### src/rtl/e2q_pkg.sv
`timescale 1ns / 1ps
package e2q_pkg;

  localparam int AngW = 19;
  localparam int OutW = 18;
  localparam int CordW = 34;
  localparam int ZW = 34;
  localparam int TrigW = 22;
  localparam int ProdW = 66;
  localparam int TableLen = 24;
  localparam int DefStages = 16;

  localparam logic signed [ZW-1:0] HalfPiQ30 = 34'sd1686629713;
  localparam logic signed [ZW-1:0] PiQ30 = 34'sd3373259426;
  localparam logic signed [CordW-1:0] GainQ30 = 34'sd652032874;
  localparam logic signed [OutW-1:0] OneQ16 = 18'sd65536;

  typedef struct packed {
    logic signed [TrigW-1:0] s;
    logic signed [TrigW-1:0] c;
  } sincos_t;

  function automatic logic signed [ZW-1:0] atan_q30(input logic [4:0] i);
    logic signed [ZW-1:0] r;
    unique case (i)
      5'd0: r = 34'sd843314856;
      5'd1: r = 34'sd497837829;
      5'd2: r = 34'sd263043836;
      5'd3: r = 34'sd133525158;
      5'd4: r = 34'sd67021686;
      5'd5: r = 34'sd33543515;
      5'd6: r = 34'sd16775850;
      5'd7: r = 34'sd8388437;
      5'd8: r = 34'sd4194282;
      5'd9: r = 34'sd2097149;
      5'd10: r = 34'sd1048575;
      5'd11: r = 34'sd524287;
      5'd12: r = 34'sd262143;
      5'd13: r = 34'sd131071;
      5'd14: r = 34'sd65535;
      5'd15: r = 34'sd32767;
      5'd16: r = 34'sd16383;
      5'd17: r = 34'sd8191;
      5'd18: r = 34'sd4095;
      5'd19: r = 34'sd2047;
      5'd20: r = 34'sd1023;
      5'd21: r = 34'sd511;
      5'd22: r = 34'sd255;
      5'd23: r = 34'sd127;
      default: r = '0;
    endcase
    return r;
  endfunction

endpackage

### src/rtl/e2q_cordic.sv
`timescale 1ns / 1ps
module e2q_cordic #(
  parameter int STAGES = 16
) (
  input  logic clk,
  input  logic signed [e2q_pkg::AngW-1:0] angle,
  output e2q_pkg::sincos_t sc
);
  import e2q_pkg::*;

  localparam int N = (STAGES < TableLen) ? STAGES : TableLen;

  logic signed [CordW-1:0] xs [0:N];
  logic signed [CordW-1:0] ys [0:N];
  logic signed [ZW-1:0] zs [0:N];
  logic neg [0:N];
  logic signed [ZW-1:0] z0;
  logic signed [CordW-1:0] xf;
  logic signed [CordW-1:0] yf;
  logic signed [CordW-1:0] xr;
  logic signed [CordW-1:0] yr;

  assign z0 = ZW'(angle) <<< 14;

  // fold by a half turn so the rotator sees [-pi/2, pi/2]
  always_ff @(posedge clk) begin
    xs[0] <= GainQ30;
    ys[0] <= '0;
    if (z0 > HalfPiQ30) begin
      zs[0] <= z0 - PiQ30;
      neg[0] <= 1'b1;
    end else if (z0 < -HalfPiQ30) begin
      zs[0] <= z0 + PiQ30;
      neg[0] <= 1'b1;
    end else begin
      zs[0] <= z0;
      neg[0] <= 1'b0;
    end
  end

  for (genvar i = 0; i < N; i++) begin : g_stage
    always_ff @(posedge clk) begin
      neg[i+1] <= neg[i];
      if (!zs[i][ZW-1]) begin
        xs[i+1] <= xs[i] - (ys[i] >>> i);
        ys[i+1] <= ys[i] + (xs[i] >>> i);
        zs[i+1] <= zs[i] - atan_q30(5'(i));
      end else begin
        xs[i+1] <= xs[i] + (ys[i] >>> i);
        ys[i+1] <= ys[i] - (xs[i] >>> i);
        zs[i+1] <= zs[i] + atan_q30(5'(i));
      end
    end
  end

  assign xf = neg[N] ? -xs[N] : xs[N];
  assign yf = neg[N] ? -ys[N] : ys[N];
  assign xr = (xf + CordW'(512)) >>> 10;
  assign yr = (yf + CordW'(512)) >>> 10;

  always_ff @(posedge clk) begin
    sc.c <= xr[TrigW-1:0];
    sc.s <= yr[TrigW-1:0];
  end

endmodule

### config.mk
export PLATFORM = sky130hd
export DESIGN_NAME = e2q_cordic
export DESIGN_NICKNAME = d
export VERILOG_FILES = /design/src/rtl/e2q_pkg.sv /design/src/rtl/e2q_cordic.sv
export SDC_FILE = /design/constraint.sdc
export NUM_CORES = 2
export LEC_CHECK = 0
export BUFFER_PORTS_ARGS = -buffer_cell sky130_fd_sc_hd__buf_2
export CORE_MARGIN = 5
export CORE_UTILIZATION = 55
export CTS_CLUSTER_DIAMETER = 40
export DETAILED_ROUTE_END_ITERATION = 8
export PLACE_DENSITY = 0.84
export SETUP_SLACK_MARGIN = 0.4
export SYNTH_ARGS = -nofsm -noshare
export SYNTH_HDL_FRONTEND = slang
export SYNTH_SLANG_ARGS = --single-unit
### constraint.sdc
create_clock -name clk -period 4.85 [get_ports clk]
set_input_delay 0.7275 -clock clk [delete_from_list [all_inputs] [get_ports clk]]
set_output_delay 0.7275 -clock clk [all_outputs]
set_load 0.01 [all_outputs]
-- Word-level counts from Yosys, hierarchy flattened
Memories as Yosys holds them, arrays and structs flattened.
Cells that the tools add are included.
- bits of input ports: 20
- memories: 4
- register bits after elaboration: 44
- RAM bits: 1751
- memories (name ; depth ; width ; read ports ; clocked after Yosys merged registers in ; wr ports ; line ; source):
    xs ; 17 ; 34 ; 17 ; 0 ; 17 ; e2q_cordic.sv:13 ; logic signed [CordW-1:0] xs [0:N];
    ys ; 17 ; 34 ; 17 ; 0 ; 17 ; e2q_cordic.sv:14 ; logic signed [CordW-1:0] ys [0:N];
    zs ; 17 ; 34 ; 16 ; 0 ; 17 ; e2q_cordic.sv:15 ; logic signed [ZW-1:0] zs [0:N];
    neg ; 17 ; 1 ; 17 ; 0 ; 17 ; e2q_cordic.sv:16 ; logic neg [0:N];
- bitwise operators: 52
- add/subtract/negate cells: 101
- order comparisons: 2
- mux-type cells: 94
- operators by type and width (operator ; count):
    $mux W34 ; 50
    $add A34 B19 Y34 ; 2
    $add A34 B20 Y34 ; 2
    $add A34 B21 Y34 ; 2
    $add A34 B22 Y34 ; 2
    $add A34 B23 Y34 ; 2
    $add A34 B24 Y34 ; 2
    $add A34 B25 Y34 ; 2
    $add A34 B26 Y34 ; 2
    $add A34 B27 Y34 ; 2
    $add A34 B28 Y34 ; 2
    $add A34 B29 Y34 ; 2
    $add A34 B30 Y34 ; 2
    $add A34 B31 Y34 ; 2
    $add A34 B32 Y34 ; 2
    $add A34 B33 Y34 ; 2
    $sub A34 B19 Y34 ; 2
    $sub A34 B20 Y34 ; 2
    $sub A34 B21 Y34 ; 2
    $sub A34 B22 Y34 ; 2
    $sub A34 B23 Y34 ; 2
    $sub A34 B24 Y34 ; 2
    $sub A34 B25 Y34 ; 2
    $sub A34 B26 Y34 ; 2
    other kinds (50) ; 153

-- Longest topological paths before layout
- depth after elaboration: 6
- gate-level depth with buffers: 21
- gate-level depth less buffers: 21

-- Worst setup path after synthesis
Ideal clock, no wire load.
- kind: register to register
- from: memory zs[2][33]
- to: memory ys[3][23]
- clock period less this slack: 4.561 ns
- required time: 4.720 ns
- data arrival time: 4.431 ns
- stages on the path, launching flop included: 16
- setup time: 0.130 ns
- slack: 0.289 ns
- cells stage by stage: dfxtp_1 clkbuf_1 clkbuf_1 buf_1 mux2i_1 ha_1 o21a_1 o21a_1 o211ai_1 a21boi_1 o32ai_1 o21ai_1 a31o_2 a2111oi_0 a211oi_1 xor2_1
- RTL lines (item ; line):
    from (decl) ; e2q_cordic.sv:15
    to (decl) ; e2q_cordic.sv:14

==> metrics.cfg <==
[worst_setup_path]
regToRegSetupSlack_ns = 0.39
end_kind = register
reg2reg_depth = 24
cp-startpoint = ys[15][15]
worstPathRequired_ns = 5.61
crit_arrival_ns = 5.22
r2r_end = xs[16][27]
r2r_start = ys[15][15]
crit_type = register to register
crit_path_max_fanout = 4
start_kind = register

[drt]
wire_per_inst_um = 17.8
first_iter_violations = 7737
antenna_left = 0
routed_wl_um = 298000
drtPass1Iterations = 6
vias_per_cell = 6.05
drc = 0
vias = 101000

[sta]
fin_setup_tns_ns = 0
rsz0062_at_grt = yes
hold_ws_ns = 0.199
setup_slack_ns = 0.389
finalSetupViolations = 0
period_minus_slack_ns = 4.46
slew_violations = 0
fmax_mhz = 224
finalCritPeriodShare_pct = 92.0
max_slew_margin_pct = 27.8
worstMarginPinSlew_ns = 1.08
finClkSkew_ns = 0.0479
finalHoldViolCount = 0

[synthesis]
synth_xor_area_share_pct = 14.3
yosysTopAreaCell = dfxtp_1
yosysWarnings = 0
synth.distinct_cells = 112
ys_async_sr_fraction_pct = 0
netlist_top_cells_area = dfxtp_1 26%, ha_1 16%, xnor2_1 9.4%, a21oi_1 6.2%, xor2_1 4.9%
synth_top_family_by_area = compound AO/OA/AOI/OAI gates
yosysTopAreaCellShare_pct = 26.5
synth-compound-area-share_pct = 23.2
avgSynthCellArea_um2 = 8.47
synthCells = 13500
synth-main-ff-cell = dfxtp_1
synthSimpleGateAreaFrac_pct = 15.2
synth_edf_count = 24
synth-adder-area-share_pct = 16.4
muxShareOfSynthArea_pct = 1.18
synth_seq_area_share_pct = 27.1
synth.cell_area_mm2 = 0.114
synth_seq_cells = 1535

[hold_path]
whs_endpoint = zs[0][15]
hold_start = angle[1]
min_path_cells = 3
min_path_type = input pin to register

[outcome]
status = complete, no violations

[global_routing]
overflow = 0
grt_pass1_vias = 95900
grt_pass1_wl_um = 476000
antenna_found_initial = 4
track_usage_pct = 25.8
grt_max_degree = 82

[die]
dieArea_mm2 = 0.217
rows = 167
initial_utilization_pct = 55.2
core_mm2 = 0.207
fp.dieW_um = 466
ios = 64
die-height_um = 466

[final_layout]
drive_above_1_share_pct = 8.52
layout_commonest_cell = dfxtp_1
nets = 15300
areaGrowthSynthToFinish_pct = 12.3
final_cell_mix = 1,484 x dfxtp_1, 1,410 x ha_1, 1,388 x a21oi_1

[placed_design]
hpwl_um = 226000
dp_worst_setup_slack_ns = 0.155
port_buffers = 63
place.gp.congestion = 0.971

[clock_network]
cts_buffers = 216
clockBufferDepth = 3
cts_sinks = 1535
insertion_delay_ns = 0.87
htree_levels = 4
cts_tree = yes
path_clk_slew_ns = 0.06
clockRootBuffer = clkbuf_16

[flow_run]
maxCapViolCount = 0

==> cell type report <==
type / instances / area, µm²
inverter: 586 / 2210
fill: 16600 / 78600
antenna: 1 / 2.50
multi-input combinational: 11200 / 81900
sequential: 1535 / 31000
timing repair buffer: 284 / 2020
tap: 2704 / 3380
clock buffer: 253 / 5800
clock inverter: 157 / 2010
==> per-stage QoR <==
step	std cells	area (µm²)	util (%)
6_report	16700	128000	62.0
5_1_grt	16700	128000	62.0
4_1_cts	16600	126000	61.1
3_5_place_dp	16200	118000	57.2
3_3_place_gp	16200	118000	57.2
2_1_floorplan	13500	114000	-
==> routing by layer <==
metal / share of wire (%) / up-vias / global-route usage (%)
li1: - / 49600 / -
met1: 41 / 47200 / 31.2
met2: 48 / 3356 / 45.9
met3: 5.7 / 885 / 3.50
met4: 4.7 / 2 / 11.2
met5: 0.0044 / - / 0
==> flip-flops by register name, summed over array words and instances (netlist names) <==
signal  count
zs        483
neg        17
sc         44
ys        509
xs        482
==> worst max-delay path: stages (launching register included) <==
cell and delay (ns):
dfxtp_4 0.35, inv_2 0.06, ha_4 0.14, nand2b_4 0.05
or4_4 0.48, or2_4 0.29, nor3_4 0.14, nor2_1 0.08
xor2_1 0.15, ha_1 0.30, a21o_1 0.18, a21o_1 0.15
a21o_1 0.17, a221o_1 0.34, o21a_1 0.24, a311oi_2 0.38
buf_4 0.19, buf_6 0.09, buf_6 0.08, buf_6 0.08
buf_6 0.08, buf_6 0.08, nor2_2 0.04, a21oi_2 0.15
xnor2_1 0.08
==> how the worst max path moves through the flow <==
stage | endpoint | slack (ns)
after floorplan | ys[4][30] | 0.42
after global placement | xs[16][31] | 0.19
after detailed placement | ys[4][30] | 0.16
after CTS | ys[8][31] | 0.33
after global routing | ys[12][31] | 0.22
final | xs[16][27] | 0.39
==> cells by family (layout without fill, tap and decap cells) <==
family | after synthesis | count (layout)
simple gates | 3566 | 3566
xor+xnor | 1863 | 1863
buf+inv | 804 | 1280
compound gates | 4122 | 4122
other cells | 1 | 25
fa+ha+maj | 1471 | 1471
flops | 1535 | 1535
mux | 125 | 125
==> cell usage after synthesis (48+ instances only) <==
library cell,n
a211oi_1,152
a21boi_0,51
a21o_1,648
a21oi_1,1411
a31o_2,48
a31oi_1,161
and2_1,73
and3_1,121
clkbuf_1,184
dfxtp_1,1511
ha_1,1428
inv_1,579
mux2_2,57
mux2i_1,66
nand2_1,629
nand2b_1,191
nand3_1,229
nand4_1,75
nor2_1,1232
nor2b_1,182
nor3_1,377
nor4_1,105
o211ai_1,74
o21a_1,232
o21ai_0,638
o21bai_1,160
o31ai_1,70
or2_2,60
or3_1,88
xnor2_1,1223
xor2_1,638
==> timing repair <==
action,in CTS,in global routing
pin swaps,9,102
setup endpoints to repair,34,159
buffers inserted,13,51
hold endpoints to repair,0,0
resized for setup,41,316
hold buffers,0,0
Power is not shown: default switching activity piles up to over one toggle a cycle in this logic, so the estimate is an artifact.
